$ cat config.mk
export PLATFORM = sky130hd
export DESIGN_NAME = marquee_text_scroller
export DESIGN_NICKNAME = d
export VERILOG_FILES = /design/src/rtl/mts_pkg.sv /design/src/rtl/mts_ctrl.sv /design/src/rtl/mts_datapath.sv /design/src/rtl/marquee_text_scroller.sv
export SDC_FILE = /design/constraint.sdc
export NUM_CORES = 1
export LEC_CHECK = 0
export BUFFER_PORTS_ARGS = -buffer_cell sky130_fd_sc_hd__buf_2
export CORE_MARGIN = 3
export CORE_UTILIZATION = 40
export CTS_CLUSTER_SIZE = 20
export DETAILED_ROUTE_END_ITERATION = 10
export GPL_TIMING_DRIVEN = 0
export PLACE_DENSITY_LB_ADDON = 0.2
export SYNTH_ARGS = -nofsm -noshare
export SYNTH_HDL_FRONTEND = slang
export SYNTH_SLANG_ARGS = --single-unit
export TNS_END_PERCENT = 30
$ cat constraint.sdc
create_clock -name i_clk -period 4.88 [get_ports i_clk]
set_clock_uncertainty 0.1 [all_clocks]
set_input_delay 0.244 -clock i_clk [delete_from_list [all_inputs] [get_ports i_clk]]
set_output_delay 0.244 -clock i_clk [all_outputs]
set_load 0.01 [all_outputs]
$ cat src/rtl/mts_pkg.sv
`default_nettype none

package mts_pkg;

    // Default sizes
    localparam int unsigned TEXT_DEPTH_DEF = 64;
    localparam int unsigned WINDOW_MAX_DEF = 32;

    // Field widths
    localparam int unsigned ACTION_W   = 2;
    localparam int unsigned INDEX_W    = 6;
    localparam int unsigned CHAR_W     = 8;
    localparam int unsigned POSN_W     = 5;
    localparam int unsigned TLEN_W     = 7;
    localparam int unsigned WLEN_W     = 6;
    localparam int unsigned OFF_W      = 7;
    localparam int unsigned PCNT_W     = 6;
    localparam int unsigned CALC_W     = 8;
    localparam int unsigned CFG_AW     = 1;
    localparam int unsigned CFG_DW     = 7;
    localparam int unsigned S_TDATA_W  = 16;
    localparam int unsigned M_TDATA_W  = 16;

    localparam logic [CHAR_W-1:0] SPACE_CHAR  = 8'h20;
    localparam logic [WLEN_W-1:0] WIN_LEN_RST = 6'd16;

    typedef enum logic [ACTION_W-1:0] {
        ACT_LOAD    = 2'd0,
        ACT_RESTART = 2'd1,
        ACT_TICK    = 2'd2
    } t_action;

    typedef enum logic [1:0] {
        PH_WAIT = 2'd0,
        PH_ADD  = 2'd1,
        PH_COOL = 2'd2
    } t_phase;

    typedef enum logic [1:0] {
        SW_FILL  = 2'd0,
        SW_SHIFT = 2'd1,
        SW_HOLD  = 2'd2
    } t_sweep;

    typedef enum logic [2:0] {
        ST_IDLE  = 3'd0,
        ST_MOD   = 3'd1,
        ST_FETCH = 3'd2,
        ST_GRAB  = 3'd3,
        ST_SWEEP = 3'd4
    } t_ctl_state;

    typedef enum logic [CFG_AW-1:0] {
        CFG_TEXT_LEN = 1'b0,
        CFG_WIN_LEN  = 1'b1
    } t_cfg_reg;

    // Controller to datapath
    typedef struct packed {
        logic   load;
        logic   calc;
        logic   mod_start;
        logic   fetch;
        logic   grab;
        logic   sweep_start;
        t_sweep sweep_mode;
    } t_dp_cmd;

    // Datapath to controller
    typedef struct packed {
        logic win_zero;
        logic scrolls;
        logic need_text;
        logic mod_done;
        logic sweep_done;
    } t_dp_stat;

endpackage

`default_nettype wire

$ cat src/rtl/mts_ctrl.sv
`default_nettype none

module mts_ctrl (
    input  wire logic                           i_clk,
    input  wire logic                           i_rst_n,
    input  wire logic                           i_s_valid,
    input  wire logic [mts_pkg::ACTION_W-1:0]   i_action,
    output logic                                o_s_ready,
    input  wire mts_pkg::t_dp_stat              i_stat,
    output mts_pkg::t_dp_cmd                    o_cmd
);

    mts_pkg::t_ctl_state r_state;
    mts_pkg::t_ctl_state n_state;

    // State register
    always_ff @(posedge i_clk) begin
        if (!i_rst_n) begin
            r_state <= mts_pkg::ST_IDLE;
        end else begin
            r_state <= n_state;
        end
    end

    // Next state and commands
    always_comb begin
        n_state   = r_state;
        o_cmd     = '0;
        o_s_ready = 1'b0;
        case (r_state)
            mts_pkg::ST_IDLE: begin
                o_s_ready = 1'b1;
                if (i_s_valid) begin
                    case (mts_pkg::t_action'(i_action))
                        mts_pkg::ACT_LOAD: begin
                            o_cmd.load = 1'b1;
                        end
                        mts_pkg::ACT_RESTART: begin
                            o_cmd.sweep_start = 1'b1;
                            o_cmd.sweep_mode  = mts_pkg::SW_FILL;
                            n_state           = mts_pkg::ST_SWEEP;
                        end
                        mts_pkg::ACT_TICK: begin
                            if (!i_stat.win_zero) begin
                                if (i_stat.scrolls) begin
                                    o_cmd.calc = 1'b1;
                                    if (i_stat.need_text) begin
                                        o_cmd.mod_start = 1'b1;
                                        n_state         = mts_pkg::ST_MOD;
                                    end else begin
                                        o_cmd.sweep_start = 1'b1;
                                        o_cmd.sweep_mode  = mts_pkg::SW_SHIFT;
                                        n_state           = mts_pkg::ST_SWEEP;
                                    end
                                end else begin
                                    o_cmd.sweep_start = 1'b1;
                                    o_cmd.sweep_mode  = mts_pkg::SW_HOLD;
                                    n_state           = mts_pkg::ST_SWEEP;
                                end
                            end
                        end
                        default: begin
                        end
                    endcase
                end
            end
            mts_pkg::ST_MOD: begin
                if (i_stat.mod_done) begin
                    n_state = mts_pkg::ST_FETCH;
                end
            end
            mts_pkg::ST_FETCH: begin
                o_cmd.fetch = 1'b1;
                n_state     = mts_pkg::ST_GRAB;
            end
            mts_pkg::ST_GRAB: begin
                o_cmd.grab        = 1'b1;
                o_cmd.sweep_start = 1'b1;
                o_cmd.sweep_mode  = mts_pkg::SW_SHIFT;
                n_state           = mts_pkg::ST_SWEEP;
            end
            mts_pkg::ST_SWEEP: begin
                if (i_stat.sweep_done) begin
                    n_state = mts_pkg::ST_IDLE;
                end
            end
            default: begin
                n_state = mts_pkg::ST_IDLE;
            end
        endcase
    end

endmodule

`default_nettype wire

$ cat src/rtl/mts_datapath.sv
`default_nettype none

module mts_datapath #(
    parameter int unsigned TEXT_DEPTH = mts_pkg::TEXT_DEPTH_DEF,
    parameter int unsigned WINDOW_MAX = mts_pkg::WINDOW_MAX_DEF
) (
    input  wire logic                           i_clk,
    input  wire logic                           i_rst_n,
    input  wire logic                           i_cfg_we,
    input  wire logic [mts_pkg::CFG_AW-1:0]     i_cfg_addr,
    input  wire logic [mts_pkg::CFG_DW-1:0]     i_cfg_wdata,
    input  wire logic [mts_pkg::INDEX_W-1:0]    i_char_index,
    input  wire logic [mts_pkg::CHAR_W-1:0]     i_char_value,
    input  wire mts_pkg::t_dp_cmd               i_cmd,
    output mts_pkg::t_dp_stat                   o_stat,
    input  wire logic                           i_m_ready,
    output logic                                o_m_valid,
    output logic [mts_pkg::POSN_W-1:0]          o_position,
    output logic [mts_pkg::CHAR_W-1:0]          o_character,
    output logic                                o_last
);

    localparam int unsigned TEXT_AW  = $clog2(TEXT_DEPTH);
    localparam int unsigned WIN_AW   = (WINDOW_MAX > 1) ? $clog2(WINDOW_MAX) : 1;
    localparam int unsigned WIN_CW   = $clog2(WINDOW_MAX + 1);
    localparam int unsigned TEXT_CAP = (TEXT_DEPTH < 127) ? TEXT_DEPTH : 127;
    localparam int unsigned WIN_CAP  = (WINDOW_MAX < 63) ? WINDOW_MAX : 63;
    localparam int unsigned MOD_CW   = $clog2(mts_pkg::CALC_W);

    localparam logic [mts_pkg::TLEN_W-1:0] TEXT_CAP_V = mts_pkg::TLEN_W'(TEXT_CAP);
    localparam logic [mts_pkg::WLEN_W-1:0] WIN_CAP_V  = mts_pkg::WLEN_W'(WIN_CAP);
    localparam logic [WIN_CW-1:0]          FILL_END   = WIN_CW'(WINDOW_MAX);
    localparam logic [MOD_CW-1:0]          MOD_LAST   = MOD_CW'(mts_pkg::CALC_W - 1);

    // Configuration registers
    logic [mts_pkg::TLEN_W-1:0] r_text_len;
    logic [mts_pkg::WLEN_W-1:0] r_win_len;

    // Scroll state
    logic [mts_pkg::OFF_W-1:0]  r_off,   n_off;
    logic [mts_pkg::PCNT_W-1:0] r_pcnt,  n_pcnt;
    mts_pkg::t_phase            r_phase, n_phase;
    logic [mts_pkg::CHAR_W-1:0] r_enter;

    // Remainder unit
    logic [mts_pkg::CALC_W-1:0] r_mod_num;
    logic [mts_pkg::TLEN_W-1:0] r_rem;
    logic [MOD_CW-1:0]          r_mod_cnt;
    logic                       r_mod_busy;

    // Memories
    logic [mts_pkg::CHAR_W-1:0] r_text_mem [TEXT_DEPTH];
    logic [mts_pkg::CHAR_W-1:0] r_text_q;
    logic [mts_pkg::CHAR_W-1:0] r_win_mem [WINDOW_MAX];
    logic [WINDOW_MAX-1:0]      r_win_vld;
    logic [mts_pkg::CHAR_W-1:0] r_win_q;
    logic                       r_win_qv;

    // Sweep engine
    logic                       r_active;
    mts_pkg::t_sweep            r_mode;
    logic [WIN_CW-1:0]          r_rd_idx;
    logic [WIN_CW-1:0]          r_wr_idx;
    logic [WIN_CW-1:0]          r_end;
    logic                       r_dv;
    logic                       r_in_text;

    // Output register
    logic                       r_out_valid;
    logic [mts_pkg::POSN_W-1:0] r_out_pos;
    logic [mts_pkg::CHAR_W-1:0] r_out_char;
    logic                       r_out_last;

    logic [mts_pkg::TLEN_W-1:0] len;
    logic [mts_pkg::WLEN_W-1:0] win;
    logic [mts_pkg::CALC_W-1:0] len8;
    logic [mts_pkg::CALC_W-1:0] win8;
    logic [mts_pkg::OFF_W-1:0]  off_inc;
    logic [mts_pkg::OFF_W-1:0]  off_tmp;
    logic [mts_pkg::PCNT_W-1:0] pcnt_inc;
    logic [mts_pkg::CALC_W-1:0] pos_c;
    logic [mts_pkg::CALC_W-1:0] mod_t;
    logic [mts_pkg::TLEN_W-1:0] mod_nrem;
    logic                       mod_done;
    logic [mts_pkg::CALC_W-1:0] load_a8;
    logic [mts_pkg::CALC_W-1:0] rd_idx8;
    logic [mts_pkg::CALC_W-1:0] wr_idx8;
    logic [mts_pkg::CALC_W-1:0] text_rd_a8;
    logic                       text_rd_en;
    logic [WIN_CW-1:0]          nxt_idx;
    logic [WIN_CW-1:0]          win_rd_idx;
    logic                       win_rd_en;
    logic                       emit_cur;
    logic                       out_free;
    logic                       consume;
    logic                       issue;
    logic                       sweep_done;
    logic                       wr_last;
    logic [mts_pkg::CHAR_W-1:0] wr_val;

    // Effective lengths
    assign len  = (r_text_len > TEXT_CAP_V) ? TEXT_CAP_V : r_text_len;
    assign win  = (r_win_len > WIN_CAP_V) ? WIN_CAP_V : r_win_len;
    assign len8 = mts_pkg::CALC_W'(len);
    assign win8 = mts_pkg::CALC_W'(win);

    // Register writes
    always_ff @(posedge i_clk) begin
        if (!i_rst_n) begin
            r_text_len <= '0;
            r_win_len  <= mts_pkg::WIN_LEN_RST;
        end else if (i_cfg_we) begin
            case (mts_pkg::t_cfg_reg'(i_cfg_addr))
                mts_pkg::CFG_TEXT_LEN: r_text_len <= i_cfg_wdata;
                mts_pkg::CFG_WIN_LEN:  r_win_len  <= i_cfg_wdata[mts_pkg::WLEN_W-1:0];
                default: begin
                end
            endcase
        end
    end

    // Scroll step: offset, padding count and phase for one tick, cleared on a restart
    assign off_inc  = r_off + 7'd1;
    assign pcnt_inc = r_pcnt + 6'd1;
    assign pos_c    = win8 - 8'd1 + mts_pkg::CALC_W'(off_inc);

    always_comb begin
        n_off   = r_off;
        n_pcnt  = r_pcnt;
        n_phase = r_phase;
        off_tmp = off_inc;
        if (i_cmd.sweep_start && (i_cmd.sweep_mode == mts_pkg::SW_FILL)) begin
            n_off   = '0;
            n_pcnt  = '0;
            n_phase = mts_pkg::PH_WAIT;
        end else if (i_cmd.calc) begin
            if (r_phase == mts_pkg::PH_ADD) begin
                n_pcnt = pcnt_inc;
                if (pcnt_inc >= win) begin
                    off_tmp = off_inc - mts_pkg::OFF_W'(pcnt_inc);
                    n_pcnt  = '0;
                    n_phase = mts_pkg::PH_COOL;
                end
            end else if (r_phase == mts_pkg::PH_COOL) begin
                n_phase = mts_pkg::PH_WAIT;
            end else if (pos_c == (len8 - 8'd1)) begin
                n_phase = mts_pkg::PH_ADD;
            end
            n_off = (off_tmp == len) ? '0 : off_tmp;
        end
    end

    always_ff @(posedge i_clk) begin
        if (!i_rst_n) begin
            r_off   <= '0;
            r_pcnt  <= '0;
            r_phase <= mts_pkg::PH_WAIT;
        end else begin
            r_off   <= n_off;
            r_pcnt  <= n_pcnt;
            r_phase <= n_phase;
        end
    end

    // Entering character: space while padding, else fetched text
    always_ff @(posedge i_clk) begin
        if (i_cmd.calc) begin
            r_enter <= mts_pkg::SPACE_CHAR;
        end else if (i_cmd.grab) begin
            r_enter <= r_text_q;
        end
    end

    // Restoring remainder, one bit of the position a cycle
    assign mod_t    = {r_rem, r_mod_num[mts_pkg::CALC_W-1]};
    assign mod_nrem = (mod_t >= len8) ? mts_pkg::TLEN_W'(mod_t - len8)
                                      : mod_t[mts_pkg::TLEN_W-1:0];
    assign mod_done = r_mod_busy && (r_mod_cnt == MOD_LAST);

    always_ff @(posedge i_clk) begin
        if (!i_rst_n) begin
            r_mod_busy <= 1'b0;
            r_mod_cnt  <= '0;
        end else if (i_cmd.mod_start) begin
            r_mod_busy <= 1'b1;
            r_mod_cnt  <= '0;
        end else if (r_mod_busy) begin
            r_mod_cnt <= r_mod_cnt + 1'b1;
            if (r_mod_cnt == MOD_LAST) begin
                r_mod_busy <= 1'b0;
            end
        end
    end

    always_ff @(posedge i_clk) begin
        if (i_cmd.mod_start) begin
            r_mod_num <= pos_c;
            r_rem     <= '0;
        end else if (r_mod_busy) begin
            r_mod_num <= {r_mod_num[mts_pkg::CALC_W-2:0], 1'b0};
            r_rem     <= mod_nrem;
        end
    end

    // Sweep control
    assign rd_idx8   = mts_pkg::CALC_W'(r_rd_idx);
    assign wr_idx8   = mts_pkg::CALC_W'(r_wr_idx);
    assign emit_cur  = (r_mode != mts_pkg::SW_FILL) || (wr_idx8 < win8);
    assign out_free  = !r_out_valid || i_m_ready;
    assign consume   = r_dv && (out_free || !emit_cur);
    assign issue     = r_active && (r_rd_idx != r_end) && (!r_dv || consume);
    assign sweep_done = r_active && (r_rd_idx == r_end) && (!r_dv || consume);
    assign wr_last   = (wr_idx8 + 8'd1) == win8;

    always_ff @(posedge i_clk) begin
        if (!i_rst_n) begin
            r_active <= 1'b0;
            r_dv     <= 1'b0;
            r_mode   <= mts_pkg::SW_HOLD;
            r_rd_idx <= '0;
            r_wr_idx <= '0;
            r_end    <= '0;
        end else if (i_cmd.sweep_start) begin
            r_active <= 1'b1;
            r_dv     <= 1'b0;
            r_mode   <= i_cmd.sweep_mode;
            r_rd_idx <= '0;
            r_end    <= (i_cmd.sweep_mode == mts_pkg::SW_FILL) ? FILL_END : WIN_CW'(win);
        end else begin
            if (issue) begin
                r_rd_idx <= r_rd_idx + 1'b1;
                r_wr_idx <= r_rd_idx;
                r_dv     <= 1'b1;
            end else if (consume) begin
                r_dv <= 1'b0;
            end
            if (sweep_done) begin
                r_active <= 1'b0;
            end
        end
    end

    always_ff @(posedge i_clk) begin
        if (issue) begin
            r_in_text <= rd_idx8 < len8;
        end
    end

    // Text memory: load writes, fill and fetch read
    assign load_a8    = mts_pkg::CALC_W'(i_char_index);
    assign text_rd_en = i_cmd.fetch || (issue && (r_mode == mts_pkg::SW_FILL));
    assign text_rd_a8 = i_cmd.fetch ? mts_pkg::CALC_W'(r_rem) : rd_idx8;

    always_ff @(posedge i_clk) begin
        if (i_cmd.load && (32'(load_a8) < TEXT_DEPTH)) begin
            r_text_mem[load_a8[TEXT_AW-1:0]] <= i_char_value;
        end
        if (text_rd_en) begin
            r_text_q <= r_text_mem[text_rd_a8[TEXT_AW-1:0]];
        end
    end

    // Window memory: a shift reads one place to the right
    assign nxt_idx    = r_rd_idx + 1'b1;
    assign win_rd_idx = ((r_mode == mts_pkg::SW_SHIFT) && (32'(nxt_idx) < WINDOW_MAX))
                        ? nxt_idx : r_rd_idx;
    assign win_rd_en  = issue && (r_mode != mts_pkg::SW_FILL);

    always_comb begin
        case (r_mode)
            mts_pkg::SW_FILL:  wr_val = r_in_text ? r_text_q : '0;
            mts_pkg::SW_SHIFT: wr_val = wr_last ? r_enter : (r_win_qv ? r_win_q : '0);
            default:           wr_val = r_win_qv ? r_win_q : '0;
        endcase
    end

    always_ff @(posedge i_clk) begin
        if (consume && (r_mode != mts_pkg::SW_HOLD)) begin
            r_win_mem[r_wr_idx[WIN_AW-1:0]] <= wr_val;
        end
        if (win_rd_en) begin
            r_win_q  <= r_win_mem[win_rd_idx[WIN_AW-1:0]];
            r_win_qv <= r_win_vld[win_rd_idx[WIN_AW-1:0]];
        end
    end

    // Entries never written read as zero
    always_ff @(posedge i_clk) begin
        if (!i_rst_n) begin
            r_win_vld <= '0;
        end else if (consume && (r_mode != mts_pkg::SW_HOLD)) begin
            r_win_vld[r_wr_idx[WIN_AW-1:0]] <= 1'b1;
        end
    end

    // Output register
    always_ff @(posedge i_clk) begin
        if (!i_rst_n) begin
            r_out_valid <= 1'b0;
        end else if (consume && emit_cur) begin
            r_out_valid <= 1'b1;
        end else if (i_m_ready) begin
            r_out_valid <= 1'b0;
        end
    end

    always_ff @(posedge i_clk) begin
        if (consume && emit_cur) begin
            r_out_pos  <= wr_idx8[mts_pkg::POSN_W-1:0];
            r_out_char <= wr_val;
            r_out_last <= wr_last;
        end
    end

    assign o_m_valid   = r_out_valid;
    assign o_position  = r_out_pos;
    assign o_character = r_out_char;
    assign o_last      = r_out_last;

    assign o_stat.win_zero   = (win == '0);
    assign o_stat.scrolls    = len > mts_pkg::TLEN_W'(win);
    assign o_stat.need_text  = (r_phase != mts_pkg::PH_ADD);
    assign o_stat.mod_done   = mod_done;
    assign o_stat.sweep_done = sweep_done;

    // Checks
    a_rem_bound: assert property (@(posedge i_clk) disable iff (!i_rst_n)
        r_mod_busy |-> (mts_pkg::CALC_W'(r_rem) < len8))
        else $error("remainder not below text length");

    a_rd_bound: assert property (@(posedge i_clk) disable iff (!i_rst_n)
        r_active |-> (r_rd_idx <= r_end))
        else $error("sweep read index past end");

    a_wr_bound: assert property (@(posedge i_clk) disable iff (!i_rst_n)
        (r_active && r_dv) |-> (r_wr_idx < r_end))
        else $error("sweep write index past end");

    a_emit: assert property (@(posedge i_clk) disable iff (!i_rst_n)
        (consume && emit_cur) |=> r_out_valid)
        else $error("emitted word lost");

endmodule

`default_nettype wire

$ cat src/rtl/marquee_text_scroller.sv
`default_nettype none

// Marquee window over a stored text line. Words on the input stream load one
// text character, restart the scroll or advance it by one tick; restarts and
// ticks send the whole window out, one character per word, with tlast on the
// rightmost position. A tick on a text that fits the window or one that brings
// in a padding space goes straight to the sweep; a tick that brings in a text
// character first has an 8-step remainder unit find the text position entering
// at the right; a read and a capture follow, then the window memory moves one
// entry per cycle while the output is not stalled. Output back-pressure holds
// the sweep. The user must make configuration writes only while the block is
// idle; the block itself does not enforce this.
module marquee_text_scroller #(
    parameter int unsigned TEXT_DEPTH = mts_pkg::TEXT_DEPTH_DEF,
    parameter int unsigned WINDOW_MAX = mts_pkg::WINDOW_MAX_DEF
) (
    input  wire logic                            i_clk,
    input  wire logic                            i_rst_n,
    // Input words
    input  wire logic                            s_axis_tvalid,
    output logic                                 s_axis_tready,
    // [5:0] char_index, [13:6] char_value, [15:14] zero
    input  wire logic [mts_pkg::S_TDATA_W-1:0]   s_axis_tdata,
    // [1:0] action
    input  wire logic [mts_pkg::ACTION_W-1:0]    s_axis_tuser,
    // Result words
    output logic                                 m_axis_tvalid,
    input  wire logic                            m_axis_tready,
    // [4:0] position, [12:5] character, [15:13] zero
    output logic [mts_pkg::M_TDATA_W-1:0]        m_axis_tdata,
    output logic                                 m_axis_tlast,
    // Register writes
    input  wire logic                            i_cfg_we,
    input  wire logic [mts_pkg::CFG_AW-1:0]      i_cfg_addr,
    input  wire logic [mts_pkg::CFG_DW-1:0]      i_cfg_wdata
);

    mts_pkg::t_dp_cmd            cmd;
    mts_pkg::t_dp_stat           stat;
    logic [mts_pkg::POSN_W-1:0]  position;
    logic [mts_pkg::CHAR_W-1:0]  character;

    mts_ctrl u_ctrl (
        .i_clk     (i_clk),
        .i_rst_n   (i_rst_n),
        .i_s_valid (s_axis_tvalid),
        .i_action  (s_axis_tuser),
        .o_s_ready (s_axis_tready),
        .i_stat    (stat),
        .o_cmd     (cmd)
    );

    mts_datapath #(
        .TEXT_DEPTH (TEXT_DEPTH),
        .WINDOW_MAX (WINDOW_MAX)
    ) u_datapath (
        .i_clk        (i_clk),
        .i_rst_n      (i_rst_n),
        .i_cfg_we     (i_cfg_we),
        .i_cfg_addr   (i_cfg_addr),
        .i_cfg_wdata  (i_cfg_wdata),
        .i_char_index (s_axis_tdata[mts_pkg::INDEX_W-1:0]),
        .i_char_value (s_axis_tdata[mts_pkg::INDEX_W+mts_pkg::CHAR_W-1:mts_pkg::INDEX_W]),
        .i_cmd        (cmd),
        .o_stat       (stat),
        .i_m_ready    (m_axis_tready),
        .o_m_valid    (m_axis_tvalid),
        .o_position   (position),
        .o_character  (character),
        .o_last       (m_axis_tlast)
    );

    assign m_axis_tdata = mts_pkg::M_TDATA_W'({character, position});

endmodule

`default_nettype wire
==> results of run 1 <==
-- power groups by stage --
stage | logic (mW) | registers, mW | clock network, mW
6_report | 0.793 | 8.62 | 7.68
5_1_grt | 0.880 | 8.62 | 8.11
4_1_cts | 0.791 | 8.62 | 7.79
3_5_place_dp | 0.777 | 8.78 | 0
3_3_place_gp | 0.754 | 8.79 | 0
2_1_floorplan | 0.519 | 8.76 | 0
-- per-layer routing --
layer	part of all wire	routed length, um	GRT usage
met2	0.46	61760	0.3806
met4	0.040	5387	0.09228
met5	0	0	0
met3	0.082	10990	0.04512
met1	0.42	56580	0.3341
-- flip-flops by register name, indices dropped and copies added, names as in the netlist, 2 cells and up --
signal,count
u_ctrl.r_state,3
u_datapath.o_character,8
u_datapath.o_position,5
u_datapath.r_end,6
u_datapath.r_enter,8
u_datapath.r_mod_cnt,3
u_datapath.r_mod_num,8
u_datapath.r_mode,2
u_datapath.r_off,7
u_datapath.r_pcnt,6
u_datapath.r_phase,2
u_datapath.r_rd_idx,6
u_datapath.r_rem,7
u_datapath.r_text_len,7
u_datapath.r_text_mem,512
u_datapath.r_text_q,8
u_datapath.r_win_len,6
u_datapath.r_win_mem,256
u_datapath.r_win_q,8
u_datapath.r_win_vld,32
u_datapath.r_wr_idx,6
-- cell families after synthesis --
kind of cell	count (synthesis)	share of synthesized area
compound gates	832	0.1365
xor+xnor	54	0.01172
fa+ha+maj	63	0.01917
buf+inv	303	0.02965
flops	913	0.6235
mux	161	0.05758
other cells	1	0.00008867
simple gates	1146	0.1218
-- worst paths after layout --
path	from	to	slack, ns
setup / recovery	u_datapath.r_rd_idx[2]$_SDFFE_PP0P_	u_datapath.r_win_q[1]$_DFFE_PP_	0.02
hold / removal	s_axis_tdata[6]	u_datapath.r_text_mem[28][0]$_DFFE_PP_	0.05
setup reg to reg	u_datapath.r_rd_idx[2]$_SDFFE_PP0P_	u_datapath.r_win_q[1]$_DFFE_PP_	0.02
hold reg to reg	u_datapath.r_enter[7]$_SDFFE_PP0P_	u_datapath.r_enter[7]$_SDFFE_PP0P_	0.36
-- layout by cell type, fill, tap and decap left out, types with 18 or more instances in the layout --
master / n
edfxtp_1: 808
nand2_1: 477
nor2_1: 230
nand3_1: 206
clkbuf_1: 178
o21ai_0: 133
o22ai_1: 130
a21oi_1: 122
dfxtp_1: 105
clkbuf_16: 99
buf_2: 85
mux2i_1: 79
mux4_2: 64
ha_1: 60
a221oi_1: 57
o221ai_1: 55
nor3_1: 51
inv_1: 49
a22oi_1: 42
a31oi_1: 38
nand4_1: 34
a211oi_1: 33
buf_1: 32
o211ai_1: 30
xnor2_1: 28
and3_1: 28
nor2b_1: 26
xor2_1: 24
a221o_1: 22
a32oi_1: 21
a2bb2oi_1: 21
nand2b_1: 19
clkinv_1: 18
mux2_2: 18
-- per-stage QoR --
step	instances	area, sq um
floorplan	3475	42300
global placement	4892	44210
detailed placement	4900	44560
CTS	5098	48050
global route	5099	48080
finish	5099	48080
-- timing repair --
action | CTS | global route
pin swaps | 0 | 1
endpoints found under the setup margin | 2 | 2
resized for setup | 1 | 2
hold buffers | 14 | 0
buffers inserted | 0 | 0
endpoints found under the hold margin | 17 | 0
-- area by class of cell --
class | instances | area, sq um
multi-input combinational | 2259 | 14830
fill | 9592 | 56150
timing repair buffer | 60 | 565.5
clock buffer | 128 | 2646
inverter | 51 | 191.4
sequential | 913 | 26370
buffer | 252 | 1064
tap | 1380 | 1727
clock inverter | 56 | 695.7
==> results.json, run 1 <==
{
  "peakVddDrop_mv": 0.3523,
  "worst_slack_ns": 0.02208,
  "end_kind": "flop",
  "p_clk_frac": 0.449,
  "drive_above_1_share": 0.09788,
  "p_leak_nw": 15.64,
  "wirelength_um": 134700,
  "critPathBufInv": 2,
  "hold_path_depth": 1,
  "clkLatencyLatePin_ns": 0.70,
  "ios": 50,
  "finalHoldViolations": 0,
  "crit_cells": 10,
  "crit_path_max_fanout": 10,
  "power_density_mw_per_mm2": 355.4,
  "cp_slowest_cell": "a22oi_2",
  "swShare": 0.2223,
  "netlist_top_cells_count": "edfxtp_1, nand2_1, nor2_1",
  "cpPeakStageDelay_ns": 0.66,
  "async_flop_share": 0,
  "place_ws_ns": -0.07154,
  "antenna_found_initial": 1,
  "drc": 0,
  "netlist_area_sq_mm": 0.04229,
  "start_util": 0.4057,
  "rr_worst_depth": 10,
  "io_buffers": 37,
  "total_power_mw": 17.09,
  "p_int_mw": 13.29,
  "arrival_ns": 5.10,
  "rsz0062_at_grt": "no",
  "clock_sinks": 913,
  "synth_top_area_share": 0.5737,
  "tightestPinTransition_ns": 1.383,
  "ys.flop_type": "edfxtp_1",
  "htreeDepth": 3,
  "wl_per_cell_um": 26.42,
  "fin_tns_setup_ns": 0,
  "status": "complete, no violations",
  "hold_class": "in2reg",
  "diodes": 0,
  "die_w_um": 331.2,
  "die_area_sq_mm": 0.1097,
  "cts_buffers": 98,
  "switchingPower_mw": 3.798,
  "drv_cap": 0,
  "ys_warn_count": 0,
  "vias": 31180,
  "crit_chain": "buf_1, nand4_1, a22oi_2, nand2_2, clkbuf_1, a221o_1, a221oi_1, a211oi_1, o21ai_0, nand3_1",
  "fp.dieH_um": 331.2,
  "grt_pass1_wl_um": 197900,
  "first_pass_iters": 9,
  "grt-ovfl-total": 0,
  "finalCriticalPeriod_ns": 4.858,
  "cts_tree": "yes",
  "yosysTopAreaCell": "edfxtp_1",
  "slew_viol_final": 0,
  "dp_hpwl_um": 91100,
  "nNetsFinal": 3729,
  "post-route-util": 0.4613,
  "grt_max_degree": 65,
  "yosysSeqAreaShare": 0.6235,
  "synthCells": 3473,
  "areaGrowthSynthToFinish_pct": 13.70,
  "fmax_mhz": 205.8,
  "combPwrFrac": 0.046,
  "yosys.cell_types.count": 81,
  "max-clock-path-buffers": 3,
  "start_kind": "flop",
  "yosys-top-cells-area": "edfxtp_1, dfxtp_1, nand2_1",
  "core_area_sq_mm": 0.1042,
  "timing.hold.ws_ns": 0.04810,
  "relSlewSlack": 0.07799,
  "yosysMostFrequentCell": "edfxtp_1",
  "first_global_vias": 29940,
  "seqPwrFrac": 0.504,
  "ys_ff_latch": 913,
  "setup_violations": 0,
  "crit_type": "reg2reg",
  "postSynthAreaPerCell_sq_um": 12.18,
  "cts_root_buf": "clkbuf_16",
  "clkTransAtPathRegs_ns": 0.06,
  "viasPerCell": 6.115,
  "cp_top_family": "compound AO/OA/AOI/OAI gates",
  "required_ns": 5.12,
  "synth_edf_count": 808,
  "fin_crit_sh": 0.9955,
  "gp_congestion": 0.9496,
  "num_rows": 118,
  "postRouteAntennaNets": 0,
  "grtUsageTotal": 0.2420,
  "drt_iter0_drc": 3484
}
Power figures use the tool's default switching activity.
==> run 2: changes to the inputs <==
Settings changed: BUFFER_PORTS_ARGS -buffer_cell sky130_fd_sc_hd__buf_2 to unset, DONT_BUFFER_PORTS set to 1.
Clock period 4.88 ns to 6.3 ns, I/O delays scaled along.
==> results.json, run 2 (synthesized netlist as in run 1, its figures left out) <==
{
  "status": "complete, no violations",
  "num_rows": 118,
  "rsz0062_at_grt": "no",
  "dp_hpwl_um": 91070,
  "p_leak_nw": 15.61,
  "io_buffers": 0,
  "grt_pass1_wl_um": 199000,
  "htreeDepth": 3,
  "crit_type": "reg2reg",
  "first_global_vias": 29840,
  "finalCriticalPeriod_ns": 5.144,
  "setup_violations": 0,
  "nNetsFinal": 3711,
  "clkTransAtPathRegs_ns": 0.06,
  "fin_tns_setup_ns": 0,
  "peakVddDrop_mv": 0.2260,
  "start_kind": "flop",
  "required_ns": 6.52,
  "hold_class": "in2reg",
  "post_cts_buffers": 0,
  "vias": 30990,
  "fp.dieH_um": 331.2,
  "ios": 50,
  "ctsResizeCount": 0,
  "areaGrowthSynthToFinish_pct": 13.73,
  "post-route-util": 0.4614,
  "tightestPinTransition_ns": 1.383,
  "drt_iter0_drc": 3931,
  "crit_path_max_fanout": 10,
  "postRouteAntennaNets": 0,
  "grt_max_degree": 65,
  "power_density_mw_per_mm2": 273.9,
  "finalHoldViolations": 0,
  "seqCellArea_sq_mm": 0.02637,
  "drv_cap": 0,
  "drive_above_1_share": 0.08921,
  "cts_buffers": 98,
  "end_kind": "flop",
  "cts_root_buf": "clkbuf_16",
  "largest_reg_flops": 512,
  "wirelength_um": 134900,
  "clock_sinks": 913,
  "mostFrequentLayoutCell": "edfxtp_1",
  "arrival_ns": 5.37,
  "grtUsageTotal": 0.2438,
  "start_util": 0.4057,
  "max-clock-path-buffers": 3,
  "gp_congestion": 0.9345,
  "grt-ovfl-total": 0,
  "fin_crit_sh": 0.8166,
  "die_area_sq_mm": 0.1097,
  "placed_cell_area_sq_mm": 0.04438,
  "final_cell_mix": "edfxtp_1, nand2_1, nor2_1, nand3_1, clkbuf_1",
  "drc": 0,
  "viasPerCell": 6.098,
  "multi_input_area_sq_mm": 0.01482,
  "relSlewSlack": 0.07128,
  "slew_viol_final": 0,
  "num-fill-cells": 9565,
  "first_pass_iters": 7,
  "wl_per_cell_um": 26.55,
  "total_power_mw": 13.17,
  "cts_tree": "yes",
  "core_area_sq_mm": 0.1042,
  "clkLatencyLatePin_ns": 0.68,
  "fmax_mhz": 194.4,
  "die_w_um": 331.2,
  "design_area_sq_mm": 0.04809,
  "antenna_found_initial": 2
}
[run 2: cell count changes in the layout (fill, tap and decap cells not counted), sizes merged]
cell,previous run,this run
bufinv,11,14
inv,53,52
clkbuf,284,272
clkinv,38,49
dlygate4sd3,14,26
clkinvlp,5,2
buf,142,112
diode,0,2
[run 2: layout make-up]
cell class / instances / area share
inverter: 51 / 0.003980
buffer: 252 / 0.02209
clock inverter: 66 / 0.01480
multi-input combinational: 2259 / 0.3081
antenna: 2 / 0.0001041
tap: 1380 / 0.03590
timing repair buffer: 42 / 0.01441
clock buffer: 116 / 0.05239
sequential: 913 / 0.5482
[run 2: report_power, final]
part           total [mW]  switching [mW]  internal (mW)
sequential           6.67          0.0560           6.62
combinational       0.631           0.389          0.241
clock                5.87            2.44           3.43
[run 2: worst paths after layout]
check                                startpoint                              endpoint  slack (ns)  cells past startpoint
min reg2reg  u_datapath.r_enter[0]$_SDFFE_PP0P_    u_datapath.r_enter[0]$_SDFFE_PP0P_        0.36                      2
min                                  i_cfg_addr  u_datapath.r_win_len[5]$_SDFFE_PN0P_        0.07                      3
max reg2reg   u_datapath.r_mode[1]$_SDFFE_PN1P_       u_datapath.r_win_q[3]$_DFFE_PP_        1.16                     10
max           u_datapath.r_mode[1]$_SDFFE_PN1P_       u_datapath.r_win_q[3]$_DFFE_PP_        1.16                     10
[run 2: layer usage]
metal  share of wire  track usage
met5               0            0
met1            0.42       0.3405
met3           0.083      0.04011
met4           0.044      0.09987
met2            0.45       0.3795
[run 2: critical path: stages, from the launching register on]
cell and delay (ns):
dfxtp_1 0.40, clkbuf_1 0.67, nor4b_1 0.21, a21oi_1 0.65, nand2_1 0.41, clkbuf_1 0.34
a221o_1 0.41, a221oi_1 0.52, a211oi_1 0.13, o21ai_0 0.64, nand3_1 0.32
[run 2: timing repair]
action	in CTS	in global routing
hold buffers	34	0
endpoints found under the hold margin	544	0
endpoints found under the setup margin	0	0
[run 2: per-stage QoR]
step	std cells	hold slack [ns]	worst slack, ns
global placement	4855	0.3208	-0.06590
global route	5081	0.07064	1.153
detailed placement	4863	0.3206	1.390
floorplan	3475	0.3139	2.900
CTS	5079	0.03778	1.353
finish	5081	0.06844	1.156
